--- src/rtl/core/sconv_pkg.sv ---
// Package for the 3x3 stencil convolution block.
// Holds field widths, register reset values, register indexes and the structs
// passed between the block's modules. Depends on nothing.
package sconv_pkg;

  localparam int PIX_W       = 8;
  localparam int ROW_W       = 12;
  localparam int OCOL_W      = 10;
  localparam int WREG_W      = 11;
  localparam int HREG_W      = 13;
  localparam int SHIFT_W     = 3;
  localparam int CIDX_W      = 3;
  localparam int KERNEL_TAPS = 9;
  localparam int WIN_TAPS    = 6;

  localparam logic [WREG_W-1:0]  WIDTH_RST  = 11'd640;
  localparam logic [HREG_W-1:0]  HEIGHT_RST = 13'd480;
  localparam logic [HREG_W-1:0]  HEIGHT_MIN = 13'd3;
  localparam logic [HREG_W-1:0]  HEIGHT_MAX = 13'd4096;
  localparam logic [SHIFT_W-1:0] SHIFT_RST  = 3'd4;
  localparam logic [PIX_W-1:0]   PIX_MAX    = 8'd255;

  typedef enum logic [CIDX_W-1:0] {
    CFG_WIDTH  = 3'd0,
    CFG_HEIGHT = 3'd1,
    CFG_KERNEL = 3'd2,
    CFG_SHIFT  = 3'd3,
    CFG_BORDER = 3'd4
  } cfg_idx_t;

  // Settings that do not depend on a module parameter.
  typedef struct packed {
    logic [HREG_W-1:0]  height;
    logic [SHIFT_W-1:0] shift;
    logic               border_zero;
  } cfg_t;

  // Position of one item and which results it causes.
  typedef struct packed {
    logic [ROW_W-1:0]  row;
    logic [OCOL_W-1:0] col;
    logic              interior;
    logic              border;
    logic [PIX_W-1:0]  border_pix;
  } site_t;

endpackage

--- src/rtl/core/sconv_sum.sv ---
// Adder tree, right shift and clamp for the 3x3 stencil convolution.
// Turns the nine weighted taps into one 8-bit pixel. Depends on sconv_pkg.
module sconv_sum #(
  parameter int COEFF_BITS = 6
) (
  input  logic [sconv_pkg::KERNEL_TAPS-1:0][COEFF_BITS+8:0] prod,
  input  logic [sconv_pkg::SHIFT_W-1:0] shift,
  output logic [sconv_pkg::PIX_W-1:0]   value
);

  localparam int PROD_W = COEFF_BITS + 9;
  localparam int SUM_W  = PROD_W + 4;

  logic signed [SUM_W-1:0] sum;
  logic        [SUM_W-1:0] mag;

  always_comb begin
    sum = '0;
    for (int k = 0; k < sconv_pkg::KERNEL_TAPS; k++) begin
      sum = sum + SUM_W'($signed(prod[k]));
    end
    mag = unsigned'(sum) >> shift;
    // A sum that is zero or negative clamps to black.
    if (sum <= 0) begin
      value = '0;
    end else if (mag > SUM_W'(sconv_pkg::PIX_MAX)) begin
      value = sconv_pkg::PIX_MAX;
    end else begin
      value = mag[sconv_pkg::PIX_W-1:0];
    end
  end

endmodule

--- config.mk ---
export PLATFORM = sky130hd
export DESIGN_NAME = sconv_sum
export DESIGN_NICKNAME = d
export VERILOG_FILES = /design/src/rtl/core/sconv_pkg.sv /design/src/rtl/core/sconv_sum.sv
export SDC_FILE = /design/constraint.sdc
export NUM_CORES = 1
export LEC_CHECK = 0
export BUFFER_PORTS_ARGS = -buffer_cell sky130_fd_sc_hd__buf_2
export CAP_MARGIN = 15
export CORE_MARGIN = 8
export CORE_UTILIZATION = 25
export DETAILED_ROUTE_END_ITERATION = 8
export GPL_TIMING_DRIVEN = 1
export SYNTH_ARGS = -nofsm -noshare
export SYNTH_HDL_FRONTEND = slang
export SYNTH_SLANG_ARGS = --single-unit
--- constraint.sdc ---
create_clock -name vclk -period 9.1
set_clock_uncertainty 0.1 [all_clocks]
set_input_delay 0.455 -clock vclk [all_inputs]
set_output_delay 0.455 -clock vclk [all_outputs]
set_load 0.02 [all_outputs]
Word level (Yosys, flattened, before mapping):

Index checks and enable logic that the tools add are counted.

* flip-flop bits (word level): 0
* bits of input ports: 138
* word-level logic and storage cells: 13

* $add $sub $neg: 8
* order comparisons: 2
* shift operators: 1
* multiplexer cells: 2

Operators by type and width (count)
* $add 19x15->19: 4
* $add 18x15->19: 1
* $gt 19x8->1 const B: 1
* $le 19x1->1 const B: 1
* $shr 19x3->19: 1
* $add 17x15->18: 1
* $add 16x15->17: 1
* $add 15x15->16: 1
* $mux 8: 2

Depth between registers and ports, before layout:

Gate-level depths: netlist (run 1).

* depth after elaboration: 12
* gate-level depth with buffers: 18
* gate-level depth less buffers: 17

Worst setup path after synthesis (run 1):

OpenSTA, ideal clock, no wires.

* path kind: input port to output port
* start point: input prod[2] (netlist bit)
* end point: output value[7] (netlist bit)
* arrival time: 5.301 ns
* path slack: 3.244 ns
* stages: 18
* buffers on the path: 1
* cells stage by stage: inv_1 -> fa_1 -> inv_1 -> fa_1 -> fa_1 -> fa_1 -> ha_1 -> inv_1 -> fa_1 -> nand2b_1 -> a21o_1 -> a21boi_1 -> o211ai_1 -> a22o_1 -> a221o_1 -> or3_1 -> buf_6 -> o221a_1

* word-level cells in the longest chain between the ends: 12
* elaborated cells on any way between the ends: 13
* classes of those cells: 8 x add/sub; 2 x order compare; 1 x shift; 2 x mux

RTL lines
* start: declaration: RTL line sconv_sum.sv:6 `input logic [sconv_pkg::KERNEL_TAPS-1:0][COEFF_BITS+8:0] prod,`
* $add 15x15->16 *: RTL line sconv_sum.sv:20 `sum = sum + SUM_W'($signed(prod[k]));`
* $add 16x15->17 *: RTL line sconv_sum.sv:20
* $add 17x15->18 *: RTL line sconv_sum.sv:20
* $add 18x15->19 *: RTL line sconv_sum.sv:20
* $add 19x15->19 * (4 in series): RTL line sconv_sum.sv:20
* $shr 19x3->19: RTL line sconv_sum.sv:22 `mag = unsigned'(sum) >> shift;`
* $gt 19x8->1: RTL line sconv_sum.sv:26 `end else if (mag > SUM_W'(sconv_pkg::PIX_MAX)) begin`
* $mux 8: RTL line sconv_sum.sv:26
* $mux 8 *: RTL line sconv_sum.sv:24 `if (sum <= 0) begin`
* end: declaration: RTL line sconv_sum.sv:8 `output logic [sconv_pkg::PIX_W-1:0] value`

Mark *: on every way between the ends. The rest lies on a longest branch, timed or not.

Worst setup path after layout (run 1):

Ends and elaborated chain as after synthesis.

==> run_results.csv, run 1 <==
group,metric,value,unit
grt,antenna_found_initial,0,
grt,grt.overflow.total,0,
floorplanning,core-area,0.0166,mm²
synth,netlist_top_cells_area,"fa_1, inv_1, ha_1, a21oi_1, o221a_1",
cells_and_area,fin_cells,820,
timing,fin_crit_sh,0.691,
critical_path,critPathArrivalTime,5.73,ns
hold_path,hold_path.class,"input pin to output port",
timing,relSlewSlack,0.550,
timing,final-setup-viol-count,0,
flow_run,maxCapViolCount,0,
synth,netlist_top_cells_count,"inv_1, fa_1, a21oi_1",
outcome,status,"finished, final reports clean",
synth,syn-cell-area,0.00423,mm²
timing,slew_viol_final,0,
critical_path,cp_max_fo,7,
cells_and_area,area_delta_synth_final,22.7,%
timing,period_needed,6.29,ns
placement,numPortBuffers,146,
floorplanning,die_x,146,µm
cells_and_area,nFillCells,1793,
clock_tree,cts_hold_buf,0,
synth,synth.top_cell.area_share,0.512,
placement,dp_cells,820,
synth,ys_types,59,
critical_path,end_kind,"output port",
floorplanning,io_pins,146,
critical_path,critical_path_class,"input pin to output port",
timing,finalSetupTns,0,ns
clock_tree,post_cts_resize_count,0,
detailed_routing,dr.first_iter.drc_count,105,
timing,max_freq,159,MHz
timing,worstMarginPinSlew,0.666,ns
synth,yosysMostFrequentCell,"inv_1",
grt,grt_pass1_wl,18100,µm
grt,first_global_vias,4108,
detailed_routing,route.detailed.drc,0,
detailed_routing,post_drt_wl_per_cell,12.3,µm
clock_tree,cts_setup_buffers,0,
timing,grt_setup_unrepaired,"no",
floorplanning,die_area,0.0213,mm²
critical_path,worst-endpoint-required,8.55,ns
floorplanning,fp-row-count,47,
cells_and_area,fin_util,0.313,
detailed_routing,wl,10100,µm
floorplanning,die_h,146,µm
placement,place.gp.congestion,0.807,
placement,hpwl,9670,µm
cells_and_area,diodes,0,
timing,hold_viol,0,
synth,yosysWarningCount,0,
synth,syn_inst,462,
synth,synth.avg_cell_area,9.15,µm²
floorplanning,initial_utilization,0.255,
detailed_routing,final_antenna_net_count,0,
detailed_routing,avgViaCountPerCell,4.26,
grt,grt.total_usage,0.0967,
cells_and_area,nNetsFinal,867,
cells_and_area,drive_above_1_share,0.273,
detailed_routing,vias,3493,
detailed_routing,dr.pass1.iters,4,
synth,yosysTopAreaCell,"fa_1",
cells_and_area,clock_buffers,0,
grt,grt_max_degree,26,
synth,synth_nets,727,
cells_and_area,ff_latch_area,0,µm²
synth,yosysSeqAreaShare,0,
critical_path,start_kind,"input pin",
cells_and_area,n_sequential_cell,0,
worst paths after layout:
path	startpoint	end	slack, ns	cells past startpoint
worst max-delay path	prod[2]	value[7]	2.81	19
worst min-delay path	shift[2]	value[4]	1.34	4
logic make-up after synthesis:
logic type,synth area share
buffers and inverters,0.143
adders and majority gates,0.568
AOI/OAI and AO/OA,0.151
and+or+nand+nor,0.0853
xor gates and xnor gates,0.0269
muxes,0.0255
per-layer routing:
layer | global-route usage | share of wire
met5 | 0 | 0
met4 | 0 | 0
met3 | 0.0140 | 0.052
met2 | 0.183 | 0.52
met1 | 0.120 | 0.43
per-stage QoR:
| stage | area, µm² | worst slack [ns] | hold WS [ns] |
|---|---|---|---|
| after floorplan | 4230 | 3.24 | 1.13 |
| after global placement | 5180 | 2.83 | 1.35 |
| after detailed placement | 5180 | 2.81 | 1.35 |
| after CTS | 5180 | 2.79 | 1.35 |
| after global routing | 5180 | 2.46 | 1.37 |
| final | 5180 | 2.81 | 1.34 |
cell usage in the layout (no fill, tap or decap), types with 3 or more instances in the layout:
master      n
a211oi_1    4
a21o_1      9
a21oi_1    24
and3_1      5
buf_2     146
fa_1      108
ha_1       19
inv_1     146
mux2_2      4
mux2i_1     4
nand2_1    12
nand2b_1    5
nand3_1     3
nor2_1     18
nor3_1      6
nor4_1      3
o211ai_1    4
o21ai_0     8
o21ai_1     4
o221a_1     7
or2_2       4
or3_1       4
xnor2_1     7
xor2_1      6
final cells by class:
class	count	area, µm²	share of cell area
well taps	220	275	0.0531
repair buffers	146	731	0.141
multi-input cells	306	3620	0.699
inverters	148	556	0.107
worst max-delay path: stages:
cell	delay, ns
buf_2	0.08
inv_1	0.05
fa_1	0.53
inv_1	0.05
fa_1	0.50
fa_1	0.44
fa_1	0.50
ha_1	0.18
inv_1	0.07
fa_1	0.47
nand2b_1	0.21
a21o_1	0.21
a21boi_1	0.26
o211ai_1	0.21
a22o_1	0.26
a221o_1	0.33
or3_1	0.46
o221a_1	0.30
buf_2	0.15
Power of run 1 is left out: the tool's default activity adds up to more than one toggle a clock period on the data nets, which glitch-free logic cannot reach.
==> inputs of run 2 (changes only) <==
--- a/config.mk
+++ b/config.mk
@@ -5,6 +5,7 @@
 export SDC_FILE = /design/constraint.sdc
 export NUM_CORES = 1
 export LEC_CHECK = 0
+export ABC_AREA = 1
 export BUFFER_PORTS_ARGS = -buffer_cell sky130_fd_sc_hd__buf_2
 export CAP_MARGIN = 15
 export CORE_MARGIN = 8
==> constraint.sdc (replaced) <==
create_clock -name vclk -period 5.75
set_clock_uncertainty 0.1 [all_clocks]
set_input_delay 0.2875 -clock vclk [all_inputs]
set_output_delay 0.2875 -clock vclk [all_outputs]
set_load 0.02 [all_outputs]
==> run_results.csv, run 2 <==
group,metric,value,unit
floorplanning,die_h,148,µm
synth,syn_inst,579,
detailed_routing,route.detailed.drc,0,
placement,numPortBuffers,146,
timing,relSlewSlack,0.700,
floorplanning,die_x,148,µm
synth,synth_nets,844,
grt,first_global_vias,4275,
cells_and_area,diodes,0,
cells_and_area,layout_common_cells,"inv_1, buf_2, nand2_1",
grt,grt.total_usage,0.0935,
detailed_routing,vias,3842,
placement,dp_slack,0.673,ns
detailed_routing,wl,10100,µm
floorplanning,core-area,0.0172,mm²
cells_and_area,nFillCells,1879,
grt,grt_max_degree,16,
timing,final-setup-viol-count,0,
grt,grt.overflow.total,0,
cells_and_area,final_common_cell,"inv_1",
grt,use_met1,0.117,
timing,finalSetupTns,0,ns
clock_tree,cts_hold_buf,0,
timing,worstMarginPinSlew,0.450,ns
placement,hpwl,9650,µm
grt,grt_pass1_wl,18000,µm
floorplanning,io_pins,146,
hold_path,hp-start,"shift[2]",
synth,yosysMostFrequentCell,"inv_1",
detailed_routing,avgViaCountPerCell,4.07,
timing,fin_crit_sh,0.879,
grt,grt.busiest_layer,"met2",
cells_and_area,nNetsFinal,987,
synth,netlist_top_cells_count,"inv_1, nand2_1, fa_1",
critical_path,critical_path_class,"input pin to output port",
cells_and_area,area_delta_synth_final,22.7,%
synth,syn-cell-area,0.00436,mm²
detailed_routing,dr.first_iter.drc_count,173,
placement,place.gp.congestion,0.805,
flow_run,maxCapViolCount,0,
detailed_routing,post_drt_wl_per_cell,10.7,µm
timing,max_freq,198,MHz
critical_path,start_kind,"input pin",
grt,use_met2,0.176,
synth,synth.avg_cell_area,7.54,µm²
timing,period_needed,5.06,ns
floorplanning,die_area,0.0219,mm²
critical_path,critPathArrivalTime,4.67,ns
synth,netlist_top_cells_area,"fa_1, inv_1, nand2_1, nand3_1, ha_1",
floorplanning,initial_utilization,0.254,
timing,slew_viol_final,0,
critical_path,worst-endpoint-required,5.36,ns
timing,grt_setup_unrepaired,"no",
clock_tree,cts_setup_buffers,0,
synth,yosysWarningCount,0,
clock_tree,post_cts_resize_count,0,
cells_and_area,drive_above_1_share,0.231,
critical_path,cp-startpoint,"prod[2]",
critical_path,cp_max_fo,8,
timing,final.setup.worst_slack,0.695,ns
synth,synth.top_cell.area_share,0.495,
detailed_routing,final_antenna_net_count,0,
cells_and_area,clock_buffers,0,
hold_path,hold_path.class,"input pin to output port",
synth,yosysTopAreaCell,"fa_1",
timing,hold_viol,0,
detailed_routing,dr.pass1.iters,5,
cells_and_area,ff_latch_area,0,µm²
critical_path,end_kind,"output port",
outcome,status,"finished, final reports clean",
grt,antenna_found_initial,0,
cells_and_area,n_sequential_cell,0,
synth,ys_types,32,
grt,grt.met3_usage,0.0119,
floorplanning,fp-row-count,48,
synth,yosysSeqAreaShare,0,
==> run 2: kinds of logic (layout without fill, tap and decap cells) <==
family,after synthesis,count (layout),synth area share
xor+xnor,5,5,0.0100
fa+ha+maj,127,127,0.550
compound gates,28,28,0.0358
mux,1,1,0.00229
buf+inv,200,341,0.173
simple gates,218,218,0.229
==> run 2: cell type report <==
type                       count  area, µm²  area share
multi-input combinational    379       3610       0.674
tap                          225        282      0.0526
inverter                     195        732       0.137
timing repair buffer         146        731       0.136
==> run 2: through the flow <==
stage	instances	util	hold slack [ns]	area, µm²
floorplan	579	-	0.783	4360
global placement	945	0.312	1.04	5350
detailed placement	945	0.312	1.04	5350
CTS	945	0.312	1.04	5350
global route	945	0.312	1.10	5350
finish	945	0.312	1.05	5350
==> run 2: path summary, 6_finish.rpt <==
check             endpoint  slack, ns  depth (start not counted)
hold / removal    value[0]       1.05                          6
setup / recovery  value[2]       0.69                         27
==> run 2: worst max-delay path: stages <==
cell     delay (ns)
buf_2          0.08
inv_1          0.05
fa_1           0.53
inv_1          0.05
fa_1           0.50
fa_1           0.43
fa_1           0.50
ha_1           0.20
inv_1          0.08
fa_1           0.45
inv_1          0.09
nand3_1        0.08
nand3_2        0.12
nand2_1        0.08
nand2_1        0.10
nand3_1        0.10
nand2_1        0.07
nand2_1        0.04
nand2_1        0.09
nand3_1        0.08
nor2_1         0.10
nand2_1        0.08
inv_2          0.13
nand3_1        0.09
nand2_1        0.06
inv_1          0.04
buf_2          0.15
==> run 2: metal layers <==
layer | part of all wire | vias to the layer above | wire [µm]
li1 | - | 1957 | -
met4 | 0.0046 | 0 | 46
met5 | 0 | - | 0
met1 | 0.45 | 1761 | 4510
met3 | 0.059 | 6 | 600
met2 | 0.49 | 118 | 4930
Power of run 2 is left out for the same reason.
