<file path="config.mk">
export PLATFORM = sky130hd
export DESIGN_NAME = sconv_out
export DESIGN_NICKNAME = d
export VERILOG_FILES = /design/src/rtl/core/sconv_pkg.sv /design/src/rtl/core/sconv_out.sv
export SDC_FILE = /design/constraint.sdc
export NUM_CORES = 1
export LEC_CHECK = 0
export BUFFER_PORTS_ARGS = -buffer_cell sky130_fd_sc_hd__buf_2
export CORE_MARGIN = 2
export CORE_UTILIZATION = 25
export DETAILED_ROUTE_END_ITERATION = 7
export SYNTH_ARGS = -nofsm -noshare
export SYNTH_HDL_FRONTEND = slang
export SYNTH_SLANG_ARGS = --single-unit
</file>
<file path="constraint.sdc">
create_clock -name clk -period 2.95 [get_ports clk]
set_input_delay 0.59 -clock clk [delete_from_list [all_inputs] [get_ports clk]]
set_output_delay 0.59 -clock clk [all_outputs]
set_load 0.01 [all_outputs]
</file>
<file path="src/rtl/core/sconv_pkg.sv">
// Package for the 3x3 stencil convolution block.
// Holds field widths, register reset values, register indexes and the structs
// passed between the block's modules. Depends on nothing.
package sconv_pkg;

  localparam int PIX_W       = 8;
  localparam int ROW_W       = 12;
  localparam int OCOL_W      = 10;
  localparam int WREG_W      = 11;
  localparam int HREG_W      = 13;
  localparam int SHIFT_W     = 3;
  localparam int CIDX_W      = 3;
  localparam int KERNEL_TAPS = 9;
  localparam int WIN_TAPS    = 6;

  localparam logic [WREG_W-1:0]  WIDTH_RST  = 11'd640;
  localparam logic [HREG_W-1:0]  HEIGHT_RST = 13'd480;
  localparam logic [HREG_W-1:0]  HEIGHT_MIN = 13'd3;
  localparam logic [HREG_W-1:0]  HEIGHT_MAX = 13'd4096;
  localparam logic [SHIFT_W-1:0] SHIFT_RST  = 3'd4;
  localparam logic [PIX_W-1:0]   PIX_MAX    = 8'd255;

  typedef enum logic [CIDX_W-1:0] {
    CFG_WIDTH  = 3'd0,
    CFG_HEIGHT = 3'd1,
    CFG_KERNEL = 3'd2,
    CFG_SHIFT  = 3'd3,
    CFG_BORDER = 3'd4
  } cfg_idx_t;

  // Settings that do not depend on a module parameter.
  typedef struct packed {
    logic [HREG_W-1:0]  height;
    logic [SHIFT_W-1:0] shift;
    logic               border_zero;
  } cfg_t;

  // Position of one item and which results it causes.
  typedef struct packed {
    logic [ROW_W-1:0]  row;
    logic [OCOL_W-1:0] col;
    logic              interior;
    logic              border;
    logic [PIX_W-1:0]  border_pix;
  } site_t;

endpackage

</file>
<file path="src/rtl/core/sconv_out.sv">
// Result register of the 3x3 stencil convolution: holds the interior and the
// border result of one item and hands them out in order. Depends on sconv_pkg.
module sconv_out (
  input  logic                          clk,
  input  logic                          rst,
  input  logic                          in_valid,
  input  sconv_pkg::site_t              site,
  input  logic [sconv_pkg::PIX_W-1:0]   interior_pix,
  output logic                          load_ok,
  output logic                          res_valid,
  input  logic                          res_ready,
  output logic [sconv_pkg::ROW_W-1:0]   res_row,
  output logic [sconv_pkg::OCOL_W-1:0]  res_col,
  output logic [sconv_pkg::PIX_W-1:0]   res_pixel,
  output logic                          res_last
);

  logic                           int_pend, brd_pend;
  logic [sconv_pkg::ROW_W-1:0]    int_row, brd_row;
  logic [sconv_pkg::OCOL_W-1:0]   int_col, brd_col;
  logic [sconv_pkg::PIX_W-1:0]    int_pix, brd_pix;
  logic                           load, fire;

  assign res_valid = int_pend || brd_pend;
  assign res_last  = !(int_pend && brd_pend);
  assign fire      = res_valid && res_ready;
  assign load_ok   = !res_valid || (res_ready && res_last);
  assign load      = in_valid && load_ok;

  // The interior result, for the pixel up and to the left, goes first.
  assign res_row   = int_pend ? int_row : brd_row;
  assign res_col   = int_pend ? int_col : brd_col;
  assign res_pixel = int_pend ? int_pix : brd_pix;

  always_ff @(posedge clk) begin
    if (rst) begin
      int_pend <= 1'b0;
      brd_pend <= 1'b0;
    end else if (load) begin
      int_pend <= site.interior;
      brd_pend <= site.border;
    end else if (fire) begin
      if (int_pend) begin
        int_pend <= 1'b0;
      end else begin
        brd_pend <= 1'b0;
      end
    end
  end

  always_ff @(posedge clk) begin
    if (load) begin
      int_row <= site.row - sconv_pkg::ROW_W'(1);
      int_col <= site.col - sconv_pkg::OCOL_W'(1);
      int_pix <= interior_pix;
      brd_row <= site.row;
      brd_col <= site.col;
      brd_pix <= site.border_pix;
    end
  end

  a_second_result_kept: assert property (@(posedge clk) disable iff (rst)
    (int_pend && brd_pend && res_ready) |=> brd_pend)
    else $error("border result dropped after the interior result went out");

  a_interior_row: assert property (@(posedge clk) disable iff (rst)
    int_pend |-> (int_row != '0))
    else $error("interior result on the first row");

endmodule

</file>
# After elaboration in Yosys (flattened, before gate mapping)
# Cells that the tools add are included.
classes:
  n_reduce_logical: 10
  add_sub_neg: 2
  n_eq_ne: 1
  muxes: 8
op_table:
  columns: ["cell", "count"]
  rows:
  - ["$mux W12", 1]
  - ["$sub A12 B1 Y12 const B", 1]
  - ["$mux W10", 1]
  - ["$sub A10 B1 Y10 const B", 1]
  - ["$mux W8", 1]
  - ["$mux W1", 5]
  - ["$logic_and A1 B1 Y1", 4]
  - ["$logic_not A1 Y1", 2]
  - ["$logic_or A1 B1 Y1", 2]
  - ["$ne A2 B1 Y1 const B", 1]
  - ["$reduce_and A2 Y1", 1]
  - ["$reduce_bool A2 Y1", 1]
word_totals:
  word_cells: 29
  regBits: 62
  input_bits: 44
  out_inout_bits: 33

# Depth between registers and ports, before layout
# Gate-level depths: netlist of the first run.
logic_depth:
  depth_word: 7
  ltp_mapped: 5
  ltp_nobuf: 5

# Worst setup path before layout of the first run
# No wires, ideal clock.
synth_timing:
  kind: "input to register"
  from: "input port res_ready"
  to: "register brd_col[0] in the netlist's numbering (enable)"
  setup_slack_ns: -0.040
  t_required_ns: 2.526
  path_stages: 3
  arrival_ns: 2.566
  path_buffers: 0
  setup_time_ns: 0.424
  cell_sequence: "nand2b_1 -> a21boi_0 -> and2_1"
synth_via:
  elab_chain_len: 3
synth_lines:
  columns: ["element", "line", "source"]
  rows:
  - ["start, declared", "sconv_out.sv:11", "input logic res_ready,"]
  - ["$logic_and A1 B1 Y1", "sconv_out.sv:27", "assign load_ok = !res_valid || (res_ready && res_last);"]
  - ["$logic_or A1 B1 Y1", "sconv_out.sv:27", null]
  - ["net load_ok", "sconv_out.sv:9", "output logic load_ok,"]
  - ["$logic_and A1 B1 Y1", "sconv_out.sv:28", "assign load = in_valid && load_ok;"]
  - ["net load", "sconv_out.sv:22", "logic load, fire;"]
  - ["end signal, assigned", "sconv_out.sv:57", "brd_col <= site.col;"]
  - ["end, declared", "sconv_out.sv:20", "logic [sconv_pkg::OCOL_W-1:0] int_col, brd_col;"]
# The timed path passes the listed nets, and every way through them passes these cells.
# A chain may end at the register's enable or synchronous reset.

# Worst setup path after layout of the first run
layout_timing:
  from: "register int_pend"
  to: "output port load_ok"
layout_via:
  elab_chain_len: 4
  word_cells_on_any_way: 6
  cone_classes: "reduce/logical (6)"
layout_lines:
  columns: ["element", "line", "source"]
  rows:
  - ["start, declared", "sconv_out.sv:18", "logic int_pend, brd_pend;"]
  - ["start signal, assigned", "sconv_out.sv:40", "int_pend <= site.interior;"]
  - ["$logic_and A1 B1 Y1", "sconv_out.sv:25", "assign res_last = !(int_pend && brd_pend);"]
  - ["$logic_not A1 Y1", "sconv_out.sv:25", null]
  - ["$logic_and A1 B1 Y1", "sconv_out.sv:27", null]
  - ["$logic_or A1 B1 Y1 *", "sconv_out.sv:27", null]
  - ["end, declared", "sconv_out.sv:9", null]
# Mark *: on every way between the ends. The rest lies on a longest branch, timed or not.

==> impl_metrics.toml, run 1 <==
[run_status]
outcome = "finished, final reports clean"

[clock_network]
cts-resized-gates = 0
cts_max_level = 3
clkSlewWorstSetupHoldPaths_ps = 80
tritoncts = "done"
clock_tree.buffer_depth = 2
clock_sinks = 62
cts_inserted_buffers = 9
cts_hold_buf = 0
clkLatencyLatePin_ps = 340
cts-root-buf = "clkbuf_8"
cts_setup_buffers = 0

[sta]
fmax_ghz = 0.4785
post-route-period-util_pct = 70.85
max_slew_margin_pct = 60.56
timing.final.max_slew_violations = 0
clock_skew_ps = 12.16
min_period_ps = 2090
setup_viol = 0
worst_pin_slew_ps = 586.1
grt_setup_unrepaired = "no"
hold_viol_final = 0
fin_tns_setup_ps = 0

[synthesis]
yosysUniqueCellTypes = 26
synth_area_leaders = "edfxtp_1 (69%), mux2_2 (13%), xnor2_1 (3.3%)"
synth.avg_cell_area_um2 = 16.17
synthesis.area_um2 = 2619
syn-num-nets = 208
syn_inst = 162
synth_warnings = 0
yosys-top-cells-count = "edfxtp_1 (60), mux2_2 (30), xnor2_1 (10), inv_1 (7), xor2_1 (7)"
synth-seq-cells = 62
synthMuxAreaShare_pct = 12.90
synth_fa_ha_area_share_pct = 0.9556
synthSimpleGateAreaFrac_pct = 7.023
synth-xor-area-share_pct = 5.686
yosysMostFrequentCell = "edfxtp_1"
synthFlopType = "edfxtp_1"
async_flop_share_pct = 0
yosys.area.top_type = "edfxtp_1"
synth_edf_count = 60
synth_top_family_by_area = "multiplexers"
synth_compound_area_share_pct = 1.481
synth_top_area_share_pct = 68.80
yosysSeqAreaShare_pct = 70.33

[floorplan]
die_w_um = 106.3
boundaryPins = 77
num_rows = 37
design.core.area_um2 = 10230
die_y_um = 106.3
initial_core_util_pct = 25.60
dieArea_um2 = 11310

[cells_and_area]
syn2layout_area_growth_pct = 28.71
drive_above_1_share_pct = 50.79
final_cells = 390
finalNetCount = 295
diodes = 0

[drt]
drt_iter0_drc = 57
wl_mm = 5.100
antenna_left = 0
drc = 0
routedWlPerCell_um = 13.08
dr.pass1.iters = 4
vias_per_cell = 4.251
vias = 1658

[setup_path]
max_stage_delay_ps = 320
worstPathArrival_ps = 1500
cp_data_required_time_ps = 2360
worstSetupPathType = "reg -> out"
critPathMaxFanout = 19
path_cells = "buf_4 -> nand2b_1 -> a21boi_0 -> buf_2"
startpoint_type = "register"
end_kind = "output port"
cp_slowest_cell = "dfxtp_1"

[global_routing]
grt-ovfl-total = 0
antenna_found_initial = 0
grt_first_pass_wirelength_mm = 8.107
grt_pass1_vias = 1599
grt_max_degree = 39
gr-usage-all-layers_pct = 9.700

[power]
peakVddDrop_v = 0.0002207
p_per_area_nw_per_um2 = 583.7
total_power_mw = 1.967
leakagePower_nw = 1.289

[worst_hold_path]
hold_class = "in -> reg"

[place]
gp_congestion = 0.6963
place_inst = 374
io_buffers = 76
place_hpwl_mm = 3.688

[job]
maxCapViolations = 0
==> critical path, delay by kind of cell (launching register included) <==
kind / cells / cell delay, ps
AOI/OAI and AO/OA: 1 / 250
buffers and inverters: 2 / 390
DFF: 1 / 320
and+or+nand+nor: 1 / 210
==> per-layer routing <==
metal  part of all wire (%)  up-vias  track usage (%)
met2                     49       49            14.93
met5                      0        -                0
li1                       -      783                -
met4                    1.6        0            5.639
met1                     45      821            11.97
met3                    4.6        5            3.004
==> final timing paths <==
check                              from                     to  slack, ps  depth (start not counted)
hold / removal                  site[2]   brd_pix[2]$_DFFE_PP_        420                          1
hold reg to reg   brd_pend$_SDFFE_PP0P_  brd_pend$_SDFFE_PP0P_        590                          2
setup reg to reg  int_pend$_SDFFE_PP0P_   brd_row[7]$_DFFE_PP_        990                          5
setup / recovery  int_pend$_SDFFE_PP0P_                load_ok        860                          4
==> cell type report <==
class,count,area (µm²)
fill,1037,6860
sequential,62,1842
multi-input combinational,89,735.7
timing repair buffer,80,410.4
tap,136,170.2
clock buffer,9,123.9
clock inverter,7,62.56
inverter,7,26.28
==> per-stage QoR <==
step           worst slack [ps]  area (µm²)  utilization (%)  hold WS [ps]
6_report                  860.0        3371            32.95         424.1
5_1_grt                   689.0        3371            32.95         394.3
4_1_cts                   814.5        3371            32.95         391.5
3_5_place_dp              823.4        3184            31.12         574.3
3_3_place_gp              864.8        3184            31.12         562.2
2_1_floorplan             596.3        2620                -         536.4
==> report_power, final <==
| group | switching, mW | total [mW] | internal, mW |
|---|---|---|---|
| combinational | 0.120 | 0.222 | 0.102 |
| sequential | 0.0127 | 1.05 | 1.04 |
| clock | 0.374 | 0.695 | 0.322 |
| total | 0.506 | 1.97 | 1.46 |
==> cells in the final DEF, fill, tap and decap left out, types with 2 or more instances in the layout <==
cell type / n
clkinv_4: 2
xnor2_1: 10
dfxtp_1: 2
buf_2: 76
nand3_1: 5
mux2_2: 30
nand2_1: 6
buf_4: 4
ha_1: 2
nor3_1: 5
nor4_1: 5
inv_6: 3
edfxtp_1: 60
clkbuf_8: 9
nand2b_1: 2
xor2_1: 7
a21oi_1: 2
nor2_1: 5
inv_1: 7
==> flip-flops by register name (all words and copies together) (netlist names) <==
signal and cells:
brd_row 12, int_row 12, brd_col 10, int_col 10, brd_pix 8, int_pix 8
brd_pend 1, int_pend 1
==> cell families after synthesis <==
group                    count (synthesis)
flip-flops                              62
AND/OR/NAND/NOR                         34
multiplexers                            30
XOR/XNOR                                17
buffers and inverters                   11
AO/OA/AOI/OAI                            6
adder cells (fa/ha/maj)                  2
(Power assumes the default switching activity.)
==> run 2, diff against run 1 <==
--- a/config.mk
+++ b/config.mk
@@ -5,6 +5,7 @@
 export SDC_FILE = /design/constraint.sdc
 export NUM_CORES = 1
 export LEC_CHECK = 0
+export ABC_AREA = 1
 export BUFFER_PORTS_ARGS = -buffer_cell sky130_fd_sc_hd__buf_2
 export CORE_MARGIN = 2
 export CORE_UTILIZATION = 25
==> constraint.sdc (replaced) <==
create_clock -name clk -period 2.2 [get_ports clk]
set_input_delay 0.44 -clock clk [delete_from_list [all_inputs] [get_ports clk]]
set_output_delay 0.44 -clock clk [all_outputs]
set_load 0.01 [all_outputs]
==> impl_metrics.toml, run 2 <==
[synthesis]
synth-xor-area-share_pct = 2.902
synthSimpleGateAreaFrac_pct = 22.62
synth_area_leaders = "edfxtp_1 (66%), nand2_1 (17%), inv_1 (3.0%)"
synthFlopType = "edfxtp_1"
async_flop_share_pct = 0
synth_warnings = 0
synth_compound_area_share_pct = 1.474
synth.avg_cell_area_um2 = 10.10
synthesis.area_um2 = 2716
yosysSeqAreaShare_pct = 67.80
synth-seq-cells = 62
yosysUniqueCellTypes = 15
yosys-top-cells-count = "nand2_1 (126), edfxtp_1 (60), inv_1 (22), nor2_1 (22), nand3_1 (9)"
synthMuxAreaShare_pct = 0
synth_top_area_share_pct = 66.33
synth_fa_ha_area_share_pct = 0.9212
syn_inst = 269
yosys.area.top_type = "edfxtp_1"
syn-num-nets = 315
synth_top_family_by_area = "simple AND/OR/NAND/NOR gates"
yosysMostFrequentCell = "nand2_1"
synth_edf_count = 60

[cells_and_area]
mostFrequentLayoutCells = "nand2_1 (126), buf_2 (76), edfxtp_1 (60), inv_1 (22), nor2_1 (22)"
mostFrequentLayoutCell = "nand2_1"
fillCellCount = 1124
top_regs = "brd_row: 12 flops, int_row: 12 flops"
final_cell_area_um2 = 3480
syn2layout_area_growth_pct = 28.10
drive_above_1_share_pct = 27.50
diodes = 0
finalNetCount = 401

[sta]
grt_setup_unrepaired = "no"
post-route-period-util_pct = 84.64
hold_viol_final = 0
timing.final.max_slew_violations = 0
min_period_ps = 1862
clock_skew_ps = 8.663
fmax_ghz = 0.5370
fin_tns_setup_ps = 0
max_slew_margin_pct = 73.69
worst_pin_slew_ps = 394.6
setup_viol = 0

[drt]
drc = 0
routedWlPerCell_um = 11.79
antenna_left = 0
vias = 1995
dr.pass1.iters = 4
drt_iter0_drc = 96
wl_mm = 5.897
vias_per_cell = 3.990

[floorplan]
initial_core_util_pct = 25.39
dieArea_um2 = 11710
design.core.area_um2 = 10700
num_rows = 38
die_w_um = 108.2
boundaryPins = 77
die_y_um = 108.2

[run_status]
outcome = "finished, final reports clean"

[setup_path]
cp_data_required_time_ps = 1760
r2r_setup_slack_ps = 600
end_kind = "output port"
critPathMaxFanout = 23
worstPathArrival_ps = 1420
worstSetupPathType = "reg -> out"
startpoint_type = "register"

[clock_network]
cts_setup_buffers = 0
clock_tree.buffer_depth = 2
clkLatencyLatePin_ps = 330
cts-root-buf = "clkbuf_8"
cts_hold_buf = 0
clock_sinks = 62
clkSlewWorstSetupHoldPaths_ps = 70
cts_inserted_buffers = 9
tritoncts = "done"
cts-resized-gates = 0
cts_max_level = 3

[global_routing]
grt_first_pass_wirelength_mm = 9.321
gr-usage-all-layers_pct = 10.65
antenna_found_initial = 0
grt_pass1_vias = 1977
grt-ovfl-total = 0
grt_max_degree = 33

[place]
gp_congestion = 0.7473
io_buffers = 76
placed_area_um2 = 3291
place_hpwl_mm = 4.342

[power]
seq_power_share_pct = 52.4
leakagePower_nw = 1.585
p_sw_share_pct = 24.56
internal-power_mw = 2.034
combPwrFrac_pct = 12.0
clkPwrFrac_pct = 35.7
peakVddDrop_v = 0.0002344
p_per_area_nw_per_um2 = 774.7
p_sw_mw = 0.6620

[worst_hold_path]
hold_class = "in -> reg"

[job]
maxCapViolations = 0
[run 2: worst paths after layout]
check,start,endpoint,cells after the start
setup / recovery,int_pend$_SDFFE_PP0P_,res_col[5],5
hold / removal,site[6],brd_pix[6]$_DFFE_PP_,1
setup reg to reg,int_pend$_SDFFE_PP0P_,int_col[3]$_DFFE_PP_,5
hold reg to reg,brd_pend$_SDFFE_PP0P_,brd_pend$_SDFFE_PP0P_,4
[run 2: worst max-delay path: stages (launching register included)]
cell and delay, ps:
dfxtp_1 330, inv_2 160, buf_4 320, nand2_1 80
nand2_1 80, buf_2 130
[run 2: layer usage]
metal / share of wire (%) / track usage (%) / vias up
met4: 0.53 / 4.029 / 0
met2: 49 / 17.92 / 55
met5: 0 / 0 / -
met1: 45 / 12.73 / 904
met3: 5.7 / 3.376 / 2
li1: - / - / 1034
[run 2: kinds of logic after synthesis]
kind of cell               Yosys count
and+or+nand+nor                    159
DFF                                 62
buffers and inverters               29
xor gates and xnor gates             9
AOI/OAI and AO/OA                    8
adders and majority gates            2
[run 2: cell type report]
class                      count  area [µm²]  share of cell area, %
tap                          140       175.2                  5.034
multi-input combinational    178       769.5                  22.11
clock buffer                  10       127.6                  3.668
clock inverter                 6       61.31                  1.762
timing repair buffer          81       417.9                  12.01
inverter                      23       86.33                  2.481
sequential                    62        1842                  52.93
[run 2: per-stage QoR]
stage	power [mW]	util (%)	worst slack (ps)	hold WS, ps	std cells
final	2.696	32.53	337.8	285.8	500
after global routing	2.841	32.53	176.3	256.8	500
after CTS	2.744	32.53	283.4	262.5	500
after detailed placement	1.769	30.76	504.8	568.0	484
after global placement	1.764	30.76	546.4	559.5	484
after floorplan	1.608	-	171.9	509.1	269
[run 2: power by group through the flow]
| stage | combinational [mW] | clock [mW] | sequential, mW |
|---|---|---|---|
| after CTS | 0.333 | 0.999 | 1.41 |
| after detailed placement | 0.331 | 0 | 1.44 |
| final | 0.323 | 0.961 | 1.41 |
| after global placement | 0.327 | 0 | 1.44 |
| after floorplan | 0.172 | 0 | 1.44 |
| after global routing | 0.368 | 1.05 | 1.42 |
==> run 3, diff against run 2 <==
--- a/config.mk
+++ b/config.mk
@@ -5,7 +5,7 @@
 export SDC_FILE = /design/constraint.sdc
 export NUM_CORES = 1
 export LEC_CHECK = 0
-export ABC_AREA = 1
+export ABC_AREA = 0
 export BUFFER_PORTS_ARGS = -buffer_cell sky130_fd_sc_hd__buf_2
 export CORE_MARGIN = 2
 export CORE_UTILIZATION = 25
==> constraint.sdc (replaced) <==
create_clock -name clk -period 1.9 [get_ports clk]
set_input_delay 0.38 -clock clk [delete_from_list [all_inputs] [get_ports clk]]
set_output_delay 0.38 -clock clk [all_outputs]
set_load 0.01 [all_outputs]
==> impl_metrics.toml, run 3 (same netlist as run 1, synthesis figures left out) <==
[drt]
drt_iter0_drc = 84
routedWlPerCell_um = 13.13
antenna_left = 0
vias = 1659
vias_per_cell = 4.189
wl_mm = 5.201
dr.pass1.iters = 4
drc = 0

[cells_and_area]
final_cells = 396
drive_above_1_share_pct = 51.92
final_cell_area_um2 = 3442
top_regs = "brd_row: 12 flops, int_row: 12 flops"
mostFrequentLayoutCell = "buf_2"
mostFrequentLayoutCells = "buf_2 (76), edfxtp_1 (60), mux2_2 (30), xnor2_1 (10), clkbuf_8 (9)"
fin_util_pct = 33.64
finalNetCount = 301
syn2layout_area_growth_pct = 31.44
diodes = 0

[sta]
hold_slack_ps = 210.5
grt_setup_unrepaired = "no"
timing.final.max_slew_violations = 0
clock_skew_ps = 9.661
max_slew_margin_pct = 68.61
fmax_ghz = 0.5565
setup_slack_ps = 103.2
fin_tns_setup_ps = 0
min_period_ps = 1797
worst_pin_slew_ps = 467.2
hold_viol_final = 0
post-route-period-util_pct = 94.57
setup_viol = 0

[clock_network]
cts_setup_buffers = 0
clkLatencyLatePin_ps = 340
clock_sinks = 62
cts_max_level = 3
cts_inserted_buffers = 9
tritoncts = "done"
cts-root-buf = "clkbuf_8"
clkSlewWorstSetupHoldPaths_ps = 60
cts_hold_buf = 0
cts-resized-gates = 3
clock_tree.buffer_depth = 2

[place]
place_hpwl_mm = 3.768
placed_area_um2 = 3256
gp_congestion = 0.7172
io_buffers = 76
place_inst = 380
pre_cts_slack_ps = 15.67

[power]
p_per_area_nw_per_um2 = 873.4
leakagePower_nw = 1.324
peakVddDrop_v = 0.0003481
total_power_mw = 3.006

[setup_path]
cp_data_required_time_ps = 1520
end_kind = "output port"
worstPathArrival_ps = 1420
critPathMaxFanout = 17
startpoint_type = "register"
cp_slowest_cell = "dfxtp_2"
max_stage_delay_ps = 370
worstSetupPathType = "reg -> out"
r2r_setup_slack_ps = 340
path_cells = "buf_8 -> mux2_2 -> buf_2"

[floorplan]
dieArea_um2 = 11310
num_rows = 37
boundaryPins = 77
die_w_um = 106.3
die_y_um = 106.3
design.core.area_um2 = 10230
initial_core_util_pct = 25.60

[global_routing]
antenna_found_initial = 0
grt_first_pass_wirelength_mm = 8.211
grt-ovfl-total = 0
grt_max_degree = 23
gr-usage-all-layers_pct = 9.678
grt_pass1_vias = 1605

[job]
maxCapViolations = 0

[run_status]
outcome = "finished, final reports clean"

[worst_hold_path]
hold_class = "in -> reg"
==> run 3: cell types whose count changed in the layout (fill, tap and decap cells not counted), moves of 6 or more <==
cell     delta
mux2_2     +30
inv_1      -15
nand2_1   -120
o21ai_0     -6
nor2_1     -17
==> run 3: cell type report <==
type	count	area [µm²]
clock inverter	7	50.05
clock buffer	9	123.9
sequential	62	1843
timing repair buffer	86	491.7
multi-input combinational	89	737.0
tap	136	170.2
fill	1037	6789
inverter	7	26.28
==> run 3: power by group <==
group | total, mW | switching [mW] | internal, mW | leakage [nW]
Clock | 1.00 | 0.529 | 0.474 | 0.0832
Combinational | 0.371 | 0.192 | 0.179 | 0.643
Sequential | 1.63 | 0.0218 | 1.61 | 0.598
==> run 3: worst max-delay path: cells and delay by family (launching register included) <==
| family | cells | cell delay [ps] |
|---|---|---|
| buffers and inverters | 2 | 330 |
| flip-flops | 1 | 370 |
| multiplexers | 1 | 370 |
==> run 3: worst paths after layout <==
check	startpoint	to	depth (start not counted)
setup / recovery	int_pend$_SDFFE_PP0P_	res_row[8]	3
hold / removal	rst	int_pend$_SDFFE_PP0P_	2
setup reg to reg	int_pend$_SDFFE_PP0P_	brd_col[7]$_DFFE_PP_	4
hold reg to reg	int_pend$_SDFFE_PP0P_	int_pend$_SDFFE_PP0P_	2
==> run 3: layer usage <==
metal | track usage, % | wire [µm]
met5 | 0 | 0
met4 | 4.511 | 104
met3 | 3.433 | 274
met2 | 15.11 | 2467
met1 | 11.95 | 2355
